`config.mk`:
```
export PLATFORM = sky130hd
export DESIGN_NAME = inductor_steering_deviation_top_flat
export DESIGN_NICKNAME = d
export VERILOG_FILES = /design/src/hw/rtl/isd_pkg.sv /design/src/hw/rtl/isd_if.sv /design/src/hw/rtl/isd_div.sv /design/src/hw/rtl/inductor_steering_deviation_top.sv /design/src/flat_wrapper.sv
export SDC_FILE = /design/constraint.sdc
export NUM_CORES = 1
export LEC_CHECK = 0
export ABC_CLOCK_PERIOD_IN_PS = 5310
export BUFFER_PORTS_ARGS = -buffer_cell sky130_fd_sc_hd__buf_2
export CAP_MARGIN = 5
export CORE_MARGIN = 2
export CORE_UTILIZATION = 57
export CTS_CLUSTER_DIAMETER = 80
export DETAILED_ROUTE_END_ITERATION = 10
export PLACE_DENSITY = 0.82
export SETUP_SLACK_MARGIN = 0.15
export SYNTH_ARGS = -nofsm -noshare
export SYNTH_HDL_FRONTEND = slang
export SYNTH_HIERARCHICAL = 1
export SYNTH_SLANG_ARGS = --single-unit
```
`constraint.sdc`:
```
create_clock -name clk -period 5.31 [get_ports clk]
set_input_delay 0.2655 -clock clk [delete_from_list [all_inputs] [get_ports clk]]
set_output_delay 0.2655 -clock clk [all_outputs]
set_load 0.1 [all_outputs]
```
`src/hw/rtl/isd_pkg.sv`:
```
// Shared constants and register codes for the inductor steering deviation block.
package isd_pkg;

  // Input sample width default
  localparam int SAMPLE_BITS_DEF = 12;

  // Configuration port
  localparam int CFG_IDX_W  = 3;
  localparam int CFG_DATA_W = 14;
  localparam int LIMIT_W    = 14;
  localparam int LEVEL_W    = 12;

  localparam logic [CFG_IDX_W-1:0] REG_CURVE_SUM_LIMIT = 3'd0;
  localparam logic [CFG_IDX_W-1:0] REG_INNER_SUM_LIMIT = 3'd1;
  localparam logic [CFG_IDX_W-1:0] REG_WEAK_LEVEL      = 3'd2;
  localparam logic [CFG_IDX_W-1:0] REG_LARGE_DIFF      = 3'd3;
  localparam logic [CFG_IDX_W-1:0] REG_SMALL_DIFF      = 3'd4;

  localparam logic [LIMIT_W-1:0] CURVE_SUM_LIMIT_RST = 14'd518;
  localparam logic [LIMIT_W-1:0] INNER_SUM_LIMIT_RST = 14'd277;
  localparam logic [LEVEL_W-1:0] WEAK_LEVEL_RST      = 12'd240;
  localparam logic [LEVEL_W-1:0] LARGE_DIFF_RST      = 12'd400;
  localparam logic [LEVEL_W-1:0] SMALL_DIFF_RST      = 12'd100;

  // Deviation result
  localparam int DEV_W = 14;

  // Ratio gains; the quotient never exceeds the gain, so it fits QUOT_W bits
  localparam int GAIN_W = 13;
  localparam int QUOT_W = 13;
  localparam logic [GAIN_W-1:0] GAIN_LARGE_LEFT  = 13'd5000;
  localparam logic [GAIN_W-1:0] GAIN_LARGE_RIGHT = 13'd5200;
  localparam logic [GAIN_W-1:0] GAIN_SMALL_LEFT  = 13'd3500;
  localparam logic [GAIN_W-1:0] GAIN_SMALL_RIGHT = 13'd3600;

  // Outer-sensor fixed steering values
  localparam logic signed [DEV_W-1:0] DEV_OUTER_LEFT  = -14'sd1500;
  localparam logic signed [DEV_W-1:0] DEV_OUTER_RIGHT = 14'sd1600;

  // Signal-loss levels (fit in the narrowest sample width)
  localparam logic [7:0] LOSS_OUTER = 8'd10;
  localparam logic [7:0] LOSS_INNER = 8'd20;

endpackage

```
`src/hw/rtl/isd_if.sv`:
```
// Valid/ready channel interfaces: sample input, deviation result, config write.
interface isd_in_if #(
  parameter int SAMPLE_BITS = isd_pkg::SAMPLE_BITS_DEF
);
  logic                   valid;
  logic                   ready;
  logic [SAMPLE_BITS-1:0] right_outer;
  logic [SAMPLE_BITS-1:0] right_inner;
  logic [SAMPLE_BITS-1:0] left_inner;
  logic [SAMPLE_BITS-1:0] left_outer;

  modport source (output valid, right_outer, right_inner, left_inner, left_outer,
                  input ready);
  modport sink   (input valid, right_outer, right_inner, left_inner, left_outer,
                  output ready);
endinterface

interface isd_out_if;
  import isd_pkg::*;
  logic                    valid;
  logic                    ready;
  logic signed [DEV_W-1:0] deviation;
  logic                    bend_flag;

  modport source (output valid, deviation, bend_flag, input ready);
  modport sink   (input valid, deviation, bend_flag, output ready);
endinterface

interface isd_cfg_if;
  import isd_pkg::*;
  logic                  valid;
  logic                  ready;
  logic [CFG_IDX_W-1:0]  index;
  logic [CFG_DATA_W-1:0] data;

  modport source (output valid, index, data, input ready);
  modport sink   (input valid, index, data, output ready);
endinterface

```
`src/hw/rtl/isd_div.sv`:
```
// Restoring divider, one quotient bit per cycle, for the ratio path.
module isd_div #(
  parameter int DEN_W = isd_pkg::SAMPLE_BITS_DEF + 1
) (
  input  logic                                  clk,
  input  logic                                  rst_n,
  input  logic                                  start,
  input  logic [isd_pkg::QUOT_W+DEN_W-1:0]      num,
  input  logic [DEN_W-1:0]                      den,
  output logic                                  busy,
  output logic                                  done,
  output logic [isd_pkg::QUOT_W-1:0]            quot
);
  import isd_pkg::*;

  localparam int CNT_W = $clog2(QUOT_W);
  localparam logic [CNT_W-1:0] CNT_LAST = CNT_W'(QUOT_W - 1);

  logic [DEN_W-1:0]  rem_r;
  logic [QUOT_W-1:0] q_r;
  logic [CNT_W-1:0]  cnt_r;
  logic              busy_r;
  logic              done_r;

  logic [DEN_W:0]    trial;
  logic              fits;
  logic [DEN_W:0]    diff_w;

  // One trial subtraction; dividend N < 2^QUOT_W * den keeps the remainder below den
  assign trial  = {rem_r, q_r[QUOT_W-1]};
  assign fits   = trial >= {1'b0, den};
  assign diff_w = trial - {1'b0, den};

  always_ff @(posedge clk) begin
    if (!rst_n) begin
      busy_r <= 1'b0;
      done_r <= 1'b0;
      cnt_r  <= '0;
    end else begin
      // done pulses for one cycle after the last step
      done_r <= !start && busy_r && (cnt_r == CNT_LAST);
      if (start) begin
        busy_r <= 1'b1;
        cnt_r  <= '0;
      end else if (busy_r) begin
        cnt_r <= cnt_r + 1'b1;
        if (cnt_r == CNT_LAST) begin
          busy_r <= 1'b0;
        end
      end
    end
  end

  // Datapath: high part of the dividend seeds the remainder, low part shifts through q_r
  always_ff @(posedge clk) begin
    if (start) begin
      rem_r <= num[QUOT_W+DEN_W-1:QUOT_W];
      q_r   <= num[QUOT_W-1:0];
    end else if (busy_r) begin
      rem_r <= fits ? diff_w[DEN_W-1:0] : trial[DEN_W-1:0];
      q_r   <= {q_r[QUOT_W-2:0], fits};
    end
  end

  assign busy = busy_r;
  assign done = done_r;
  assign quot = q_r;

`ifndef SYNTH
  a_den_nonzero: assert property (@(posedge clk) disable iff (!rst_n)
    start |-> den != '0) else $error("divider started with zero divisor");
  a_no_restart: assert property (@(posedge clk) disable iff (!rst_n)
    busy_r |-> !start) else $error("divider restarted while busy");
  a_done_idle: assert property (@(posedge clk) disable iff (!rst_n)
    done_r |-> !busy_r) else $error("divider done while still busy");
`endif

endmodule

```
`src/hw/rtl/inductor_steering_deviation_top.sv`:
```
// Steering deviation from four inductor samples: thresholds, ratio and hold.
// Ratio items pass grade, multiply, 13 divider steps and finish before out
// valid rises; other items go from grade straight to finish.
// One item at a time: a new input is taken only in idle; the divider makes
// one quotient bit per cycle, and a waiting result stalls the finish.
// Reset (synchronous, rst_n low): registers to 518/277/240/400/100,
// previous deviation to 0, sequencer idle, no result pending.
module inductor_steering_deviation_top #(
  parameter int SAMPLE_BITS = isd_pkg::SAMPLE_BITS_DEF
) (
  input  logic      clk,
  input  logic      rst_n,
  isd_in_if.sink    in_ch,
  isd_out_if.source out_ch,
  isd_cfg_if.sink   cfg_ch
);
  import isd_pkg::*;

  localparam int SB     = SAMPLE_BITS;
  localparam int SUM_W  = SB + 2;
  localparam int DEN_W  = SB + 1;
  localparam int CMP_W  = (SUM_W > LIMIT_W) ? SUM_W : LIMIT_W;
  localparam int LVL_W  = (SB > LEVEL_W) ? SB : LEVEL_W;
  localparam int PROD_W = GAIN_W + SB;
  localparam int NUM_W  = QUOT_W + DEN_W;

  typedef enum logic [2:0] {ST_IDLE, ST_CALC, ST_MUL, ST_DIV, ST_FIN} state_t;

  state_t state_r;

  // Configuration registers
  logic [LIMIT_W-1:0] curve_lim_r, inner_lim_r;
  logic [LEVEL_W-1:0] weak_r, large_r, small_r;

  // Captured samples
  logic [SB-1:0] ro_r, ri_r, li_r, lo_r;

  // Graded item
  logic                    ratio_r;
  logic                    left_r;
  logic                    curve_r;
  logic [GAIN_W-1:0]       gain_r;
  logic [SB-1:0]           diff_r;
  logic [DEN_W-1:0]        den_r;
  logic signed [DEV_W-1:0] dev_fix_r;
  logic signed [DEV_W-1:0] prev_r;

  // Result register
  logic                    out_valid_r;
  logic signed [DEV_W-1:0] out_dev_r;
  logic                    out_curve_r;

  // Grading logic
  logic [SUM_W-1:0]        sum_w;
  logic                    curve_w;
  logic                    inner_w;
  logic                    loss_w;
  logic                    left_w;
  logic [SB-1:0]           diff_w;
  logic                    large_w;
  logic                    small_w;
  logic                    ratio_w;
  logic [GAIN_W-1:0]       gain_w;
  logic signed [DEV_W-1:0] dev_fix_w;

  // Divider hookup and finish
  logic                    div_start;
  logic                    div_busy;
  logic                    div_done;
  logic [QUOT_W-1:0]       div_quot;
  logic [PROD_W-1:0]       prod_w;
  logic signed [DEV_W-1:0] quot_s;
  logic signed [DEV_W-1:0] dev_w;
  logic                    load_out;

  // Config writes are always taken
  assign cfg_ch.ready = 1'b1;

  always_ff @(posedge clk) begin
    if (!rst_n) begin
      curve_lim_r <= CURVE_SUM_LIMIT_RST;
      inner_lim_r <= INNER_SUM_LIMIT_RST;
      weak_r      <= WEAK_LEVEL_RST;
      large_r     <= LARGE_DIFF_RST;
      small_r     <= SMALL_DIFF_RST;
    end else if (cfg_ch.valid) begin
      case (cfg_ch.index)
        REG_CURVE_SUM_LIMIT: curve_lim_r <= cfg_ch.data[LIMIT_W-1:0];
        REG_INNER_SUM_LIMIT: inner_lim_r <= cfg_ch.data[LIMIT_W-1:0];
        REG_WEAK_LEVEL:      weak_r      <= cfg_ch.data[LEVEL_W-1:0];
        REG_LARGE_DIFF:      large_r     <= cfg_ch.data[LEVEL_W-1:0];
        REG_SMALL_DIFF:      small_r     <= cfg_ch.data[LEVEL_W-1:0];
        default: ;
      endcase
    end
  end

  // Grade the captured samples: curve, mode, gain and direct results
  always_comb begin
    sum_w   = SUM_W'(ro_r) + SUM_W'(ri_r) + SUM_W'(li_r) + SUM_W'(lo_r);
    curve_w = CMP_W'(sum_w) > CMP_W'(curve_lim_r);
    inner_w = (CMP_W'(sum_w) <= CMP_W'(inner_lim_r)) &&
              ((LVL_W'(ri_r) < LVL_W'(weak_r)) || (LVL_W'(li_r) < LVL_W'(weak_r)));
    loss_w  = (ro_r < SB'(LOSS_OUTER)) && (ri_r < SB'(LOSS_INNER)) &&
              (li_r < SB'(LOSS_INNER)) && (lo_r < SB'(LOSS_OUTER));
    left_w  = li_r > ri_r;
    diff_w  = left_w ? (li_r - ri_r) : (ri_r - li_r);
    large_w = LVL_W'(diff_w) > LVL_W'(large_r);
    small_w = LVL_W'(diff_w) > LVL_W'(small_r);
    ratio_w = !loss_w && inner_w && (large_w || small_w);
    if (large_w) begin
      gain_w = left_w ? GAIN_LARGE_LEFT : GAIN_LARGE_RIGHT;
    end else begin
      gain_w = left_w ? GAIN_SMALL_LEFT : GAIN_SMALL_RIGHT;
    end
    if (loss_w) begin
      dev_fix_w = prev_r;
    end else if (inner_w) begin
      dev_fix_w = '0;
    end else begin
      dev_fix_w = (lo_r > ro_r) ? DEV_OUTER_LEFT : DEV_OUTER_RIGHT;
    end
  end

  // Multiply stage feeds the divider
  assign prod_w    = PROD_W'(gain_r) * PROD_W'(diff_r);
  assign div_start = (state_r == ST_MUL);

  isd_div #(
    .DEN_W (DEN_W)
  ) u_div (
    .clk   (clk),
    .rst_n (rst_n),
    .start (div_start),
    .num   (NUM_W'(prod_w)),
    .den   (den_r),
    .busy  (div_busy),
    .done  (div_done),
    .quot  (div_quot)
  );

  // Finish: sign the quotient or take the direct value
  assign quot_s   = signed'({1'b0, div_quot});
  assign dev_w    = ratio_r ? (left_r ? -quot_s : quot_s) : dev_fix_r;
  assign load_out = (state_r == ST_FIN) && (!out_valid_r || out_ch.ready);

  assign in_ch.ready = (state_r == ST_IDLE);

  // Sequencer and registered outputs
  always_ff @(posedge clk) begin
    if (!rst_n) begin
      state_r     <= ST_IDLE;
      out_valid_r <= 1'b0;
      prev_r      <= '0;
    end else begin
      // A new result may replace one that leaves in the same cycle
      if (load_out) begin
        out_valid_r <= 1'b1;
      end else if (out_ch.ready) begin
        out_valid_r <= 1'b0;
      end
      case (state_r)
        ST_IDLE: begin
          if (in_ch.valid) begin
            state_r <= ST_CALC;
          end
        end
        ST_CALC: begin
          state_r <= ratio_w ? ST_MUL : ST_FIN;
        end
        ST_MUL: begin
          state_r <= ST_DIV;
        end
        ST_DIV: begin
          if (div_done) begin
            state_r <= ST_FIN;
          end
        end
        ST_FIN: begin
          if (load_out) begin
            prev_r  <= dev_w;
            state_r <= ST_IDLE;
          end
        end
        default: state_r <= ST_IDLE;
      endcase
    end
  end

  // Payload registers
  always_ff @(posedge clk) begin
    if (in_ch.valid && in_ch.ready) begin
      ro_r <= in_ch.right_outer;
      ri_r <= in_ch.right_inner;
      li_r <= in_ch.left_inner;
      lo_r <= in_ch.left_outer;
    end
    if (state_r == ST_CALC) begin
      ratio_r   <= ratio_w;
      left_r    <= left_w;
      curve_r   <= curve_w;
      gain_r    <= gain_w;
      diff_r    <= diff_w;
      den_r     <= DEN_W'(li_r) + DEN_W'(ri_r);
      dev_fix_r <= dev_fix_w;
    end
    if (load_out) begin
      out_dev_r   <= dev_w;
      out_curve_r <= curve_r;
    end
  end

  assign out_ch.valid     = out_valid_r;
  assign out_ch.deviation = out_dev_r;
  assign out_ch.bend_flag = out_curve_r;

`ifndef SYNTH
  a_div_tracks_state: assert property (@(posedge clk) disable iff (!rst_n)
    (state_r == ST_DIV) && !div_done |-> div_busy)
    else $error("sequencer waits on an idle divider");
  a_div_only_in_div: assert property (@(posedge clk) disable iff (!rst_n)
    div_busy |-> (state_r == ST_DIV)) else $error("divider busy outside divide state");
  a_load_sets_valid: assert property (@(posedge clk) disable iff (!rst_n)
    load_out |=> out_valid_r && (state_r == ST_IDLE))
    else $error("finished result not presented");
  a_ratio_bounded: assert property (@(posedge clk) disable iff (!rst_n)
    div_done |-> div_quot <= GAIN_LARGE_RIGHT) else $error("ratio exceeds largest gain");
`endif

endmodule
```
`src/flat_wrapper.sv`:
```
// flat-port wrapper written by rule: the top's interface ports become plain ports
module inductor_steering_deviation_top_flat import isd_pkg::*;
#(
  parameter int SAMPLE_BITS = isd_pkg::SAMPLE_BITS_DEF
)
  (clk, rst_n, in_ch_valid, in_ch_right_outer, in_ch_right_inner, in_ch_left_inner, in_ch_left_outer, in_ch_ready, out_ch_valid, out_ch_deviation, out_ch_bend_flag, out_ch_ready, cfg_ch_valid, cfg_ch_index, cfg_ch_data, cfg_ch_ready);
  isd_in_if #(.SAMPLE_BITS(SAMPLE_BITS)) in_ch_i ();
  isd_out_if out_ch_i ();
  isd_cfg_if cfg_ch_i ();
  input  logic clk;
  input  logic rst_n;
  input wire logic [$bits(in_ch_i.valid)-1:0] in_ch_valid;
  input wire logic [$bits(in_ch_i.right_outer)-1:0] in_ch_right_outer;
  input wire logic [$bits(in_ch_i.right_inner)-1:0] in_ch_right_inner;
  input wire logic [$bits(in_ch_i.left_inner)-1:0] in_ch_left_inner;
  input wire logic [$bits(in_ch_i.left_outer)-1:0] in_ch_left_outer;
  output wire logic [$bits(in_ch_i.ready)-1:0] in_ch_ready;
  output wire logic [$bits(out_ch_i.valid)-1:0] out_ch_valid;
  output wire logic [$bits(out_ch_i.deviation)-1:0] out_ch_deviation;
  output wire logic [$bits(out_ch_i.bend_flag)-1:0] out_ch_bend_flag;
  input wire logic [$bits(out_ch_i.ready)-1:0] out_ch_ready;
  input wire logic [$bits(cfg_ch_i.valid)-1:0] cfg_ch_valid;
  input wire logic [$bits(cfg_ch_i.index)-1:0] cfg_ch_index;
  input wire logic [$bits(cfg_ch_i.data)-1:0] cfg_ch_data;
  output wire logic [$bits(cfg_ch_i.ready)-1:0] cfg_ch_ready;
  assign in_ch_i.valid = in_ch_valid;
  assign in_ch_i.right_outer = in_ch_right_outer;
  assign in_ch_i.right_inner = in_ch_right_inner;
  assign in_ch_i.left_inner = in_ch_left_inner;
  assign in_ch_i.left_outer = in_ch_left_outer;
  assign in_ch_ready = in_ch_i.ready;
  assign out_ch_valid = out_ch_i.valid;
  assign out_ch_deviation = out_ch_i.deviation;
  assign out_ch_bend_flag = out_ch_i.bend_flag;
  assign out_ch_i.ready = out_ch_ready;
  assign cfg_ch_i.valid = cfg_ch_valid;
  assign cfg_ch_i.index = cfg_ch_index;
  assign cfg_ch_i.data = cfg_ch_data;
  assign cfg_ch_ready = cfg_ch_i.ready;
  inductor_steering_deviation_top #(.SAMPLE_BITS(SAMPLE_BITS)) u_core (.clk(clk), .rst_n(rst_n), .in_ch(in_ch_i), .out_ch(out_ch_i), .cfg_ch(cfg_ch_i));
endmodule
```
* After elaboration in Yosys (flattened, before gate mapping) *
Index checks and enable logic that the tools add are counted.

storage, ports and cells
  output and inout bits = 18
  input port bits = 70
  ROM bits = 0
  memories kept = 0
  bits in latches = 0
  bits in registers = 232
  RAM bits = 0

operators by class
  multiplexer cells = 24
  add/subtract/negate cells = 9
  shift-type cells = 0
  bitwise gates (word level) = 1
  equality and inequality tests = 12
  multiply operators = 1
  reduce and logical (&&, ||, !) cells = 28
  div/mod/pow operators = 0
  order comparisons = 13

operators with widths
  kind                                                         number
  two-way mux 14 bit                                           5
  two-way mux 13 bit                                           4
  > comparator 12 bit                                          4
  two-way mux 12 bit                                           3
  adder 14 x 12 -> 14 bit                                      2
  adder 12 x 12 -> 13 bit                                      2
  multiplier 13 x 12 -> 25 bit                                 1
  less-than comparator 12 bit                                  2
  less-than comparator 12 x 4 -> 1 bit, second input constant  2
  less-than comparator 12 x 5 -> 1 bit, second input constant  2
  subtractor 12 bit                                            2
  case mux 3 bit (5 select lines)                              1
  >= comparator 14 x 13 -> 1 bit                               1
  > comparator 14 bit                                          1
  less-or-equal comparator 14 bit                              1
  negator 13 -> 14 bit                                         1
  subtractor 13 bit                                            1
  == test 3 x 2 -> 1 bit, second input constant                4
  two-way mux 3 bit                                            4
  AND reduction 2 bit                                          6
  two-way mux 11 bit                                           1
  logical AND 1 bit                                            10
  two-way mux 10 bit                                           1
  == test 3 x 1 -> 1 bit, second input constant                2
  other kinds (13)                                             25

* Longest topological paths before layout *
Gate-level depths: netlist of run 1.

  word-level depth = 9
  depth in mapped cells = 23
  depth with buffers taken out = 22

* Hierarchy *
The synthesis of run 1 kept the hierarchy.

modules (own cells, without submodules)
  module                           area an instance (um2)  cells an instance  times used
  inductor_steering_deviation_top  15860.2                 1678               1
  isd_div                          2288.4                  226                1

* Worst setup path before layout of run 1 *
Ideal clock, no wire load.

  path type = reg2reg
  start point = reg u_core.gain_r[8]
  end point = reg u_core.u_div.rem_r[8] (data pin)
  setup time = 0.261 ns
  clock period less this slack = 5.705 ns
  required time = 5.049 ns
  cell stages (with the launch flop) = 21
  buffers on the path = 2
  slack = -0.395 ns
  data arrival time = 5.444 ns
  path through = edfxtp_1 -> clkbuf_1 -> clkbuf_1 -> nand2_1 -> fa_1 -> inv_1 -> fa_1 -> inv_1 -> fa_1 -> inv_1 -> fa_1 -> fa_1 -> ha_1 -> o21ai_0 -> a21oi_1 -> o211ai_1 -> o21ai_0 -> a21o_1 -> a21oi_1 -> xnor2_1 -> a221o_1

on the way
  cells in the longest elaborated chain, start to end = 2

RTL lines
  item                          line                                    RTL
  start, declared               inductor_steering_deviation_top.sv:42   logic [GAIN_W-1:0] gain_r;
  start signal, assigned        inductor_steering_deviation_top.sv:202  gain_r <= gain_w;
  multiplier 13 x 12 -> 25 bit  inductor_steering_deviation_top.sv:126  assign prod_w = PROD_W'(gain_r) * PROD_W'(diff_r);
  via u_core.prod_w[21]         inductor_steering_deviation_top.sv:71   logic [PROD_W-1:0] prod_w;
  two-way mux 12 bit            isd_div.sv:56                           if (start) begin
  end signal, assigned          isd_div.sv:57                           rem_r <= num[QUOT_W+DEN_W-1:QUOT_W];
  end signal, assigned          isd_div.sv:60                           rem_r <= fits ? diff_w[DEN_W-1:0] : trial[DEN_W-1:0];
  end, declared                 isd_div.sv:19                           logic [DEN_W-1:0] rem_r;

The timed path passes the listed nets, and every way through them passes these cells.
A chain may end at the register's enable or synchronous reset.

* Worst setup path after layout of run 1 *
  start point = reg u_core.gain_r[8]
  end point = reg u_core.u_div.rem_r[10] (data pin)

The elaborated chain is that of the path after synthesis.

==> results of run 1 <==
==> final cells by class <==
cell class	instances	area, sq um
Fill cell	2249	9630
Sequential cell	225	5880
Tap cell	402	503
Timing Repair Buffer	274	2030
Multi-Input combinational cell	1334	11500
Clock buffer	34	722
Clock inverter	14	151
Inverter	289	1090
==> logic make-up after synthesis <==
logic type	synth area share, %
fa+ha+maj	27.6
compound gates	13.9
mux	1.52
other cells	0.0414
buf+inv	7.36
xor+xnor	3.14
flops	32.4
simple gates	14.1
==> per-stage QoR <==
| stage | TNS (ns) | setup WS, ns | util (%) | instance area, sq um |
|---|---|---|---|---|
| after floorplan | 0 | 0.102 | - | 18400 |
| after global placement | 0 | 0.0204 | 62.9 | 19800 |
| after detailed placement | -1.02 | -0.162 | 62.9 | 19800 |
| after CTS | -0.0524 | -0.0524 | 68.3 | 21500 |
| after global routing | -1.83 | -0.320 | 69.4 | 21800 |
| final | -0.447 | -0.222 | 69.4 | 21800 |
==> how the worst max path moves through the flow <==
stage	startpoint	end	slack (ns)
final	u_core/gain_r[8]$_DFFE_PP_	u_core/u_div/rem_r[10]$_DFFE_PP_	-0.22
after global routing	u_core/gain_r[8]$_DFFE_PP_	u_core/u_div/rem_r[8]$_DFFE_PP_	-0.32
after CTS	u_core/gain_r[8]$_DFFE_PP_	u_core/u_div/rem_r[10]$_DFFE_PP_	-0.05
after detailed placement	u_core/ro_r[1]$_DFFE_PP_	u_core/dev_fix_r[2]$_DFFE_PP_	-0.16
after global placement	u_core/diff_r[5]$_DFFE_PP_	u_core/u_div/rem_r[9]$_DFFE_PP_	0.02
after floorplan	u_core/gain_r[8]$_DFFE_PP_	u_core/u_div/rem_r[10]$_DFFE_PP_	0.10
==> layer usage <==
metal | global-route usage (%) | up-vias | part of all wire [%]
li1 | - | 6952 | -
met1 | 33.3 | 7210 | 39
met2 | 53.5 | 486 | 52
met3 | 3.23 | 166 | 4.2
met4 | 14.0 | 0 | 5.4
met5 | 0 | - | 0
==> placed cells by master (no fill, tap or decap), types with 7 or more instances in the layout <==
cell type      instances
a21boi_0              60
a21o_1                36
a21oi_1               79
a21oi_2               15
a31oi_1                7
and2_1                47
and3_1                 7
buf_2                 86
buf_4                130
clkbuf_16             27
dfxtp_1               88
dlygate4sd3_1         51
edfxtp_1             137
fa_1                 114
ha_1                 194
ha_4                  14
inv_1                272
inv_2                 14
mux2_2                16
mux2i_1                8
nand2_1              242
nand2b_1              12
nand3_1               25
nand4_1               21
nand4b_1               7
nor2_1                76
nor2b_1               26
nor3_1                23
nor4_1                 7
o211ai_1              27
o21a_1                13
o21ai_0               42
o31ai_1               10
or2_2                  9
xnor2_1               40
xor2_1                23
==> what timing repair did <==
action | CTS | global route
buffers inserted | 22 | 14
setup endpoints to repair | 16 | 20
pin swaps | 43 | 47
hold endpoints to repair | 55 | 0
hold buffers | 51 | 0
gates resized for setup | 42 | 50
==> sequential cells by signal, summed over array words and instances (netlist names), 13 cells and up <==
name,flops
u_core/u_div/quot,13
u_core/out_ch.deviation,14
u_core/u_div/rem_r,13
u_core/dev_fix_r,14
u_core/inner_lim_r,14
u_core/prev_r,14
u_core/curve_lim_r,14
==> tightest hold or removal path, delay by kind of cell <==
family,cells,cell delay (ns)
buf+inv,1,0.14
simple gates,1,0.06
compound gates,1,0.06
==> impl_metrics.ini, run 1 <==
[run_status]
status = complete, but fails checks
violations = setup timing

[clocking]
clk_latency_ns = 0.55
clock-sinks = 225
clock_path_buffers = 3
cts_tree = yes
root_buffer = clkbuf_16
ctsHtreeMaxLevel = 1
clk_pin_slew_ns = 0.06
cts_buffers = 26

[timing]
fin_crit_sh_pct = 104
min_period_ns = 5.53
fin_skew_ns = 0.0313
finalMaxSlewViolations = 0
relSlewSlack_pct = 25.0
tightest_slew_ns = 1.12
hold_slack_ns = 0.0294
final-setup-viol-count = 3
worst_slack_ns = -0.222
final_hold_viol_count = 0
rsz0062_at_grt = true
fmax_mhz = 181

[die]
dieArea_sq_um = 33300
die_h_microns = 182
coreArea_sq_um = 31500
start_util_pct = 57.7
fp-row-count = 65
die_w_microns = 182
io_pins = 88

[yosys]
synth_top_cells_by_count = 289 x inv_1, 250 x nand2_1, 211 x ha_1
ys_types = 74
synth_most_common_cell = inv_1
yosysTopAreaCell = edfxtp_1
syn_area_sq_um = 18100
synth_area_leaders = edfxtp_1 23%, ha_1 15%, fa_1 13%
synth_async_sr_flop_share_pct = 0
yosys_warnings = 6
syn_avg_cell_area_sq_um = 9.53
synth-seq-cells = 225
synth_cells = 1904
synth-seq-area-share_pct = 32.4
synthFlopType = edfxtp_1
synth_edf_count = 137
yosys.area.top_type_share_pct = 22.7

[finish]
drive_gt1_share_pct = 18.3
antenna_cells = 0
fin_cells = 2572
final_net_count = 2549
area_growth_pct = 20.4

[detailed_routing]
routedWlPerCell_microns = 18.7
viasPerCell = 5.76
ant_nets = 0
vias = 14800
drtIter0Drc = 1077
drc = 0
first_pass_iters = 5
drt-total-wl_microns = 48200

[placement]
place_inst = 2436
gp_congestion = 0.915
port_buffers = 86
place_hpwl_microns = 35500

[global_route]
grt_pass1_vias = 15600
overflow = 0
antenna_found_initial = 0
grt_max_degree = 87
grt_pass1_wl_microns = 77000
globalRouteTotalUtil_pct = 28.9

[worst_setup_path]
cp.depth = 17
crit_buf_inv = 2
r2r-end = u_core/u_div/rem_r[10]$_DFFE_PP_
r2r_start = u_core/gain_r[8]$_DFFE_PP_
crit_top_cell = fa_1
cp-end-kind = flop
ff2ff_path_depth = 17
crit_type = reg -> reg
worstPathRequired_ns = 5.57
slowest_stage = fa_1
cp_max_fo = 7
path_cells = buf_12 -> and2_4 -> buf_6 -> fa_1 -> fa_1 -> fa_1 -> fa_1 -> fa_1 -> ha_4 -> a21o_1 -> a211oi_2 -> o21ai_2 -> a221o_1 -> a21oi_2 -> xnor2_1 -> a32oi_1 -> o31ai_1
critPathMaxStageDelay_ns = 0.59
critPathArrivalTime_ns = 5.79
rrSetupSlack_ns = -0.22
cp_top_family = adder cells
crit_path_start_kind = flop

[run]
drv.max_cap_violation_count = 0

[min_path]
worstHoldPathCells = 3
min_to = u_core/inner_lim_r[11]$_SDFFE_PN0P_
worst_hold_startpoint = cfg_ch_data[11]
hold_class = in -> reg
Power of run 1 is not shown: default switching activity piles up to over one toggle a cycle in this logic, so the estimate is an artifact.
==> inputs of run 2 (changes only) <==
PLACE_DENSITY = 0.81   (was 0.82)
==> run 2 against run 1 <==
Net effect:
- the run still ends with setup timing left
- setup slack gained 0.16 ns
- clock-buffer cell count down 1
- non-clock buffer count is 18 lower
- die area unchanged
- global-route usage fell by 0.28 points
- fmax up 3.0%
- register-to-register slack improved by 0.16 ns
- utilization is 0.83 points lower
- critical path type unchanged
- routed wire length decreased by 0.22%
- critical path depth grew 2
- first-iteration DRC count is 11% lower
==> impl_metrics.ini, run 2 (synthesis gave the netlist of run 1 again) <==
[worst_setup_path]
crit_buf_inv = 4
crit_top_cell = fa_1
cp.depth = 19
rrSetupSlack_ns = -0.06
worstSetupStartpoint = u_core/diff_r[4]$_DFFE_PP_
cp_top_family = adder cells
slowest_stage = edfxtp_1
cp-end-kind = flop
path_cells = buf_4 -> nand2_1 -> fa_1 -> inv_1 -> fa_1 -> fa_1 -> inv_1 -> fa_1 -> inv_1 -> fa_2 -> ha_4 -> o21a_1 -> o211ai_1 -> o21ai_2 -> a221o_1 -> a21oi_2 -> xnor2_1 -> a32oi_1 -> o31ai_1
r2r_start = u_core/diff_r[4]$_DFFE_PP_
crit_type = reg -> reg
crit_path_start_kind = flop
critPathMaxStageDelay_ns = 0.56
critPathArrivalTime_ns = 5.64
worstPathRequired_ns = 5.58
ff2ff_path_depth = 19
r2r-end = u_core/u_div/rem_r[10]$_DFFE_PP_
critPathCapture = u_core/u_div/rem_r[10]$_DFFE_PP_
cp_max_fo = 6

[finish]
multi_input_area_sq_um = 11400
area_growth_pct = 18.9
final_core_util_pct = 68.6
ff_latch_area_sq_um = 5880
nFillCells = 2334
layout_common_cells = 280 x inv_1, 243 x nand2_1, 195 x ha_1, 137 x edfxtp_1, 116 x buf_4
design_area_sq_um = 21600
drive_gt1_share_pct = 16.7
final_common_cell = inv_1
final_net_count = 2531
antenna_cells = 0

[placement]
gp_congestion = 0.914
place_area_sq_um = 19800
port_buffers = 86
place_hpwl_microns = 35200

[timing]
final_hold_viol_count = 0
worst_slack_ns = -0.0615
fin_skew_ns = 0.0251
fmax_mhz = 186
setup_tns_ns = -0.0615
tightest_slew_ns = 1.15
min_period_ns = 5.37
rsz0062_at_grt = true
final-setup-viol-count = 1
finalMaxSlewViolations = 0
relSlewSlack_pct = 23.2
hold_slack_ns = 0.0383
fin_crit_sh_pct = 101

[detailed_routing]
drc = 0
ant_nets = 0
drt-total-wl_microns = 48100
drtIter0Drc = 961
routedWlPerCell_microns = 18.8
vias = 14700
viasPerCell = 5.75
first_pass_iters = 5

[clocking]
ctsHtreeMaxLevel = 1
root_buffer = clkbuf_16
clk_pin_slew_ns = 0.06
clock-sinks = 225
cts_buffers = 26
clk_latency_ns = 0.55
cts_tree = yes
clock_path_buffers = 3

[die]
dieArea_sq_um = 33300
coreArea_sq_um = 31500
die_w_microns = 182
fp-row-count = 65
die_h_microns = 182
start_util_pct = 57.7
io_pins = 88

[global_route]
grt_max_degree = 87
overflow = 0
grt_pass1_vias = 15200
antenna_found_initial = 0
grt_pass1_wl_microns = 75800
globalRouteTotalUtil_pct = 28.7

[run]
drv.max_cap_violation_count = 0

[run_status]
violations = setup timing
status = complete, but fails checks

[min_path]
hold_class = in -> reg
worst_hold_startpoint = cfg_ch_data[10]
worstHoldPathCells = 3
-- run 2: worst min-delay path by stage --
stage,to,slack [ns]
6_report,u_core/small_r[10]$_SDFFE_PN0P_,0.04
3_3_place_gp,u_core/out_ch.bend_flag$_DFFE_PP_,0.41
3_5_place_dp,u_core/out_ch.bend_flag$_DFFE_PP_,0.41
2_1_floorplan,u_core/li_r[0]$_DFFE_PP_,0.36
4_1_cts,u_core/small_r[10]$_SDFFE_PN0P_,0.03
5_1_grt,u_core/large_r[10]$_SDFFE_PN0P_,0.03
-- run 2: worst min-delay path: stages --
cell	delay, ns
buf_2	0.14
nand2_1	0.06
a21boi_0	0.06
-- run 2: final cells by class --
class | instances | share of cell area [%]
sequential | 225 | 27.2
inverter | 289 | 5.05
clock inverter | 15 | 0.597
timing repair buffer | 256 | 8.64
clock buffer | 33 | 3.33
multi-input combinational | 1334 | 52.8
tap | 402 | 2.33
-- run 2: metrics by stage --
stage                     instances  setup WS (ns)
after floorplan                1906          0.102
after global placement         2437        -0.0674
after detailed placement       2437         -0.189
after CTS                      2547         0.0105
after global routing           2554         -0.276
final                          2554        -0.0615
-- run 2: metal layers --
metal  up-vias  share of wire [%]  global-route usage [%]
met5         -                  0                       0
met4         0                5.3                    13.0
met3       153                4.6                    2.75
met2       478                 52                    53.4
met1      7135                 38                    33.3
li1       6913                  -                       -
-- run 2: repair_timing --
action / in CTS / in global routing
hold buffers: 50 / 0
cloned: 0 / 0
pin swaps: 16 / 21
gates resized for setup: 16 / 49
setup endpoints to repair: 13 / 24
endpoints found under the hold margin: 52 / 0
buffers inserted: 12 / 7
Power of run 2 is left out for the same reason.
==> inputs of run 3 (changes only) <==
CTS_CLUSTER_DIAMETER = not set   (was 80)
RECOVER_POWER = 25   (was not set)
==> run 3 against run 2 <==
Net effect:
- the run still ends with setup timing left
- setup slack gained 0.018 ns
- design area shrank 0.32%
- highest routed layer unchanged
- sequential cell count is the same
- sequential share of layout area grew 0.087 points
- clock skew shrank 0.0035 ns
- hold slack gained 0.017 ns
- fmax grew 0.34%
- critical path type unchanged
==> impl_metrics.ini, run 3 (synthesis gave the netlist of run 1 again) <==
[worst_setup_path]
worstPathRequired_ns = 5.57
critPathArrivalTime_ns = 5.61
crit_type = reg -> reg
critPathMaxStageDelay_ns = 0.57
crit_top_cell = fa_1
cp-end-kind = flop
crit_path_start_kind = flop
slowest_stage = edfxtp_1
cp_max_fo = 6
path_cells = buf_4 -> nand2_1 -> fa_1 -> inv_1 -> fa_1 -> fa_1 -> inv_1 -> fa_1 -> inv_1 -> fa_2 -> ha_4 -> o21a_1 -> o211ai_1 -> o21ai_2 -> a221o_1 -> a21oi_2 -> xnor2_1 -> a32oi_1 -> o31ai_1

[global_route]
globalRouteTotalUtil_pct = 28.9
overflow = 0
grt_pass1_vias = 15200
antenna_found_initial = 0
grt_max_degree = 87
grt_pass1_wl_microns = 76200
met1_usage_pct = 33.2
grt_use_met2_pct = 53.9
busiest_layer = met2
use_met3_pct = 2.77

[clocking]
clk_latency_ns = 0.54
cts_buffers = 25
clock-sinks = 225
cts_tree = yes
clock_path_buffers = 3
clk_pin_slew_ns = 0.06
ctsHtreeMaxLevel = 1
root_buffer = clkbuf_16

[min_path]
hold_class = in -> reg

[run_status]
violations = setup timing
status = complete, but fails checks

[timing]
fin_skew_ns = 0.0216
final_hold_viol_count = 0
setup_tns_ns = -0.0433
min_period_ns = 5.35
tightest_slew_ns = 1.15
fmax_mhz = 187
relSlewSlack_pct = 23.1
worst_slack_ns = -0.0433
rsz0062_at_grt = true
finalMaxSlewViolations = 0
fin_crit_sh_pct = 101
final-setup-viol-count = 1

[detailed_routing]
first_pass_iters = 7
drtIter0Drc = 923
ant_nets = 0
routedWlPerCell_microns = 18.8
drc = 0
drt-total-wl_microns = 47900
viasPerCell = 5.72
vias = 14600

[finish]
multi_input_area_sq_um = 11400
drive_gt1_share_pct = 16.1
layout_common_cells = 280 x inv_1, 244 x nand2_1, 198 x ha_1, 137 x edfxtp_1, 114 x fa_1
ff_latch_area_sq_um = 5880
final_core_util_pct = 68.3
area_growth_pct = 18.5
final_net_count = 2527
final_common_cell = inv_1
antenna_cells = 0
nFillCells = 2340

[die]
die_w_microns = 182
fp-row-count = 65
start_util_pct = 57.7
coreArea_sq_um = 31500
dieArea_sq_um = 33300
die_h_microns = 182
io_pins = 88

[placement]
gp_congestion = 0.914
place_hpwl_microns = 35200
port_buffers = 86

[run]
drv.max_cap_violation_count = 0
## run 3: layout make-up
cell class	instances	area share, %
Clock inverter	7	0.198
Timing Repair Buffer	253	8.51
Multi-Input combinational cell	1334	52.9
Inverter	289	5.07
Clock buffer	39	3.68
Tap cell	402	2.34
Sequential cell	225	27.3
## run 3: worst paths after layout
| path | depth (start not counted) | slack [ns] | startpoint | end |
|---|---|---|---|---|
| setup / recovery | 19 | -0.04 | u_core/diff_r[4]$_DFFE_PP_ | u_core/u_div/rem_r[10]$_DFFE_PP_ |
| hold / removal | 3 | 0.06 | cfg_ch_data[11] | u_core/weak_r[11]$_SDFFE_PN0P_ |
| setup reg to reg | 19 | -0.04 | u_core/diff_r[4]$_DFFE_PP_ | u_core/u_div/rem_r[10]$_DFFE_PP_ |
| hold reg to reg | 0 | 0.42 | u_core/curve_r$_DFFE_PP_ | u_core/out_ch.bend_flag$_DFFE_PP_ |
## run 3: timing repair
| action | 4_1_cts | 5_1_grt |
|---|---|---|
| endpoints found under the hold margin | 51 | 0 |
| endpoints found under the setup margin | 15 | 25 |
| gates resized for setup | 18 | 47 |
| buffers inserted | 10 | 6 |
| hold buffers | 50 | 0 |
| pin swaps | 18 | 26 |
## run 3: through the flow
step | cells | setup slack (ns) | instance area [sq um] | hold slack [ns]
floorplan | 1906 | 0.102 | 18400 | 0.364
global placement | 2437 | -0.0674 | 19800 | 0.405
detailed placement | 2437 | -0.189 | 19800 | 0.408
CTS | 2543 | -0.000973 | 21300 | 0.0318
global route | 2549 | -0.238 | 21500 | 0.0452
finish | 2549 | -0.0433 | 21500 | 0.0558
## run 3: layer usage
| layer | routed length [microns] | share of wire, % |
|---|---|---|
| met1 | 18500 | 39 |
| met4 | 2630 | 5.5 |
| met5 | 0 | 0 |
| met2 | 24800 | 52 |
| met3 | 1990 | 4.1 |
## run 3: critical path: cells and delay by family (launching register included)
family,cells,cell delay (ns)
flops,1,0.57
fa+ha+maj,6,2.71
compound gates,7,1.30
buf+inv,4,0.35
xor+xnor,1,0.09
simple gates,1,0.07
Power of run 3 is left out for the same reason.
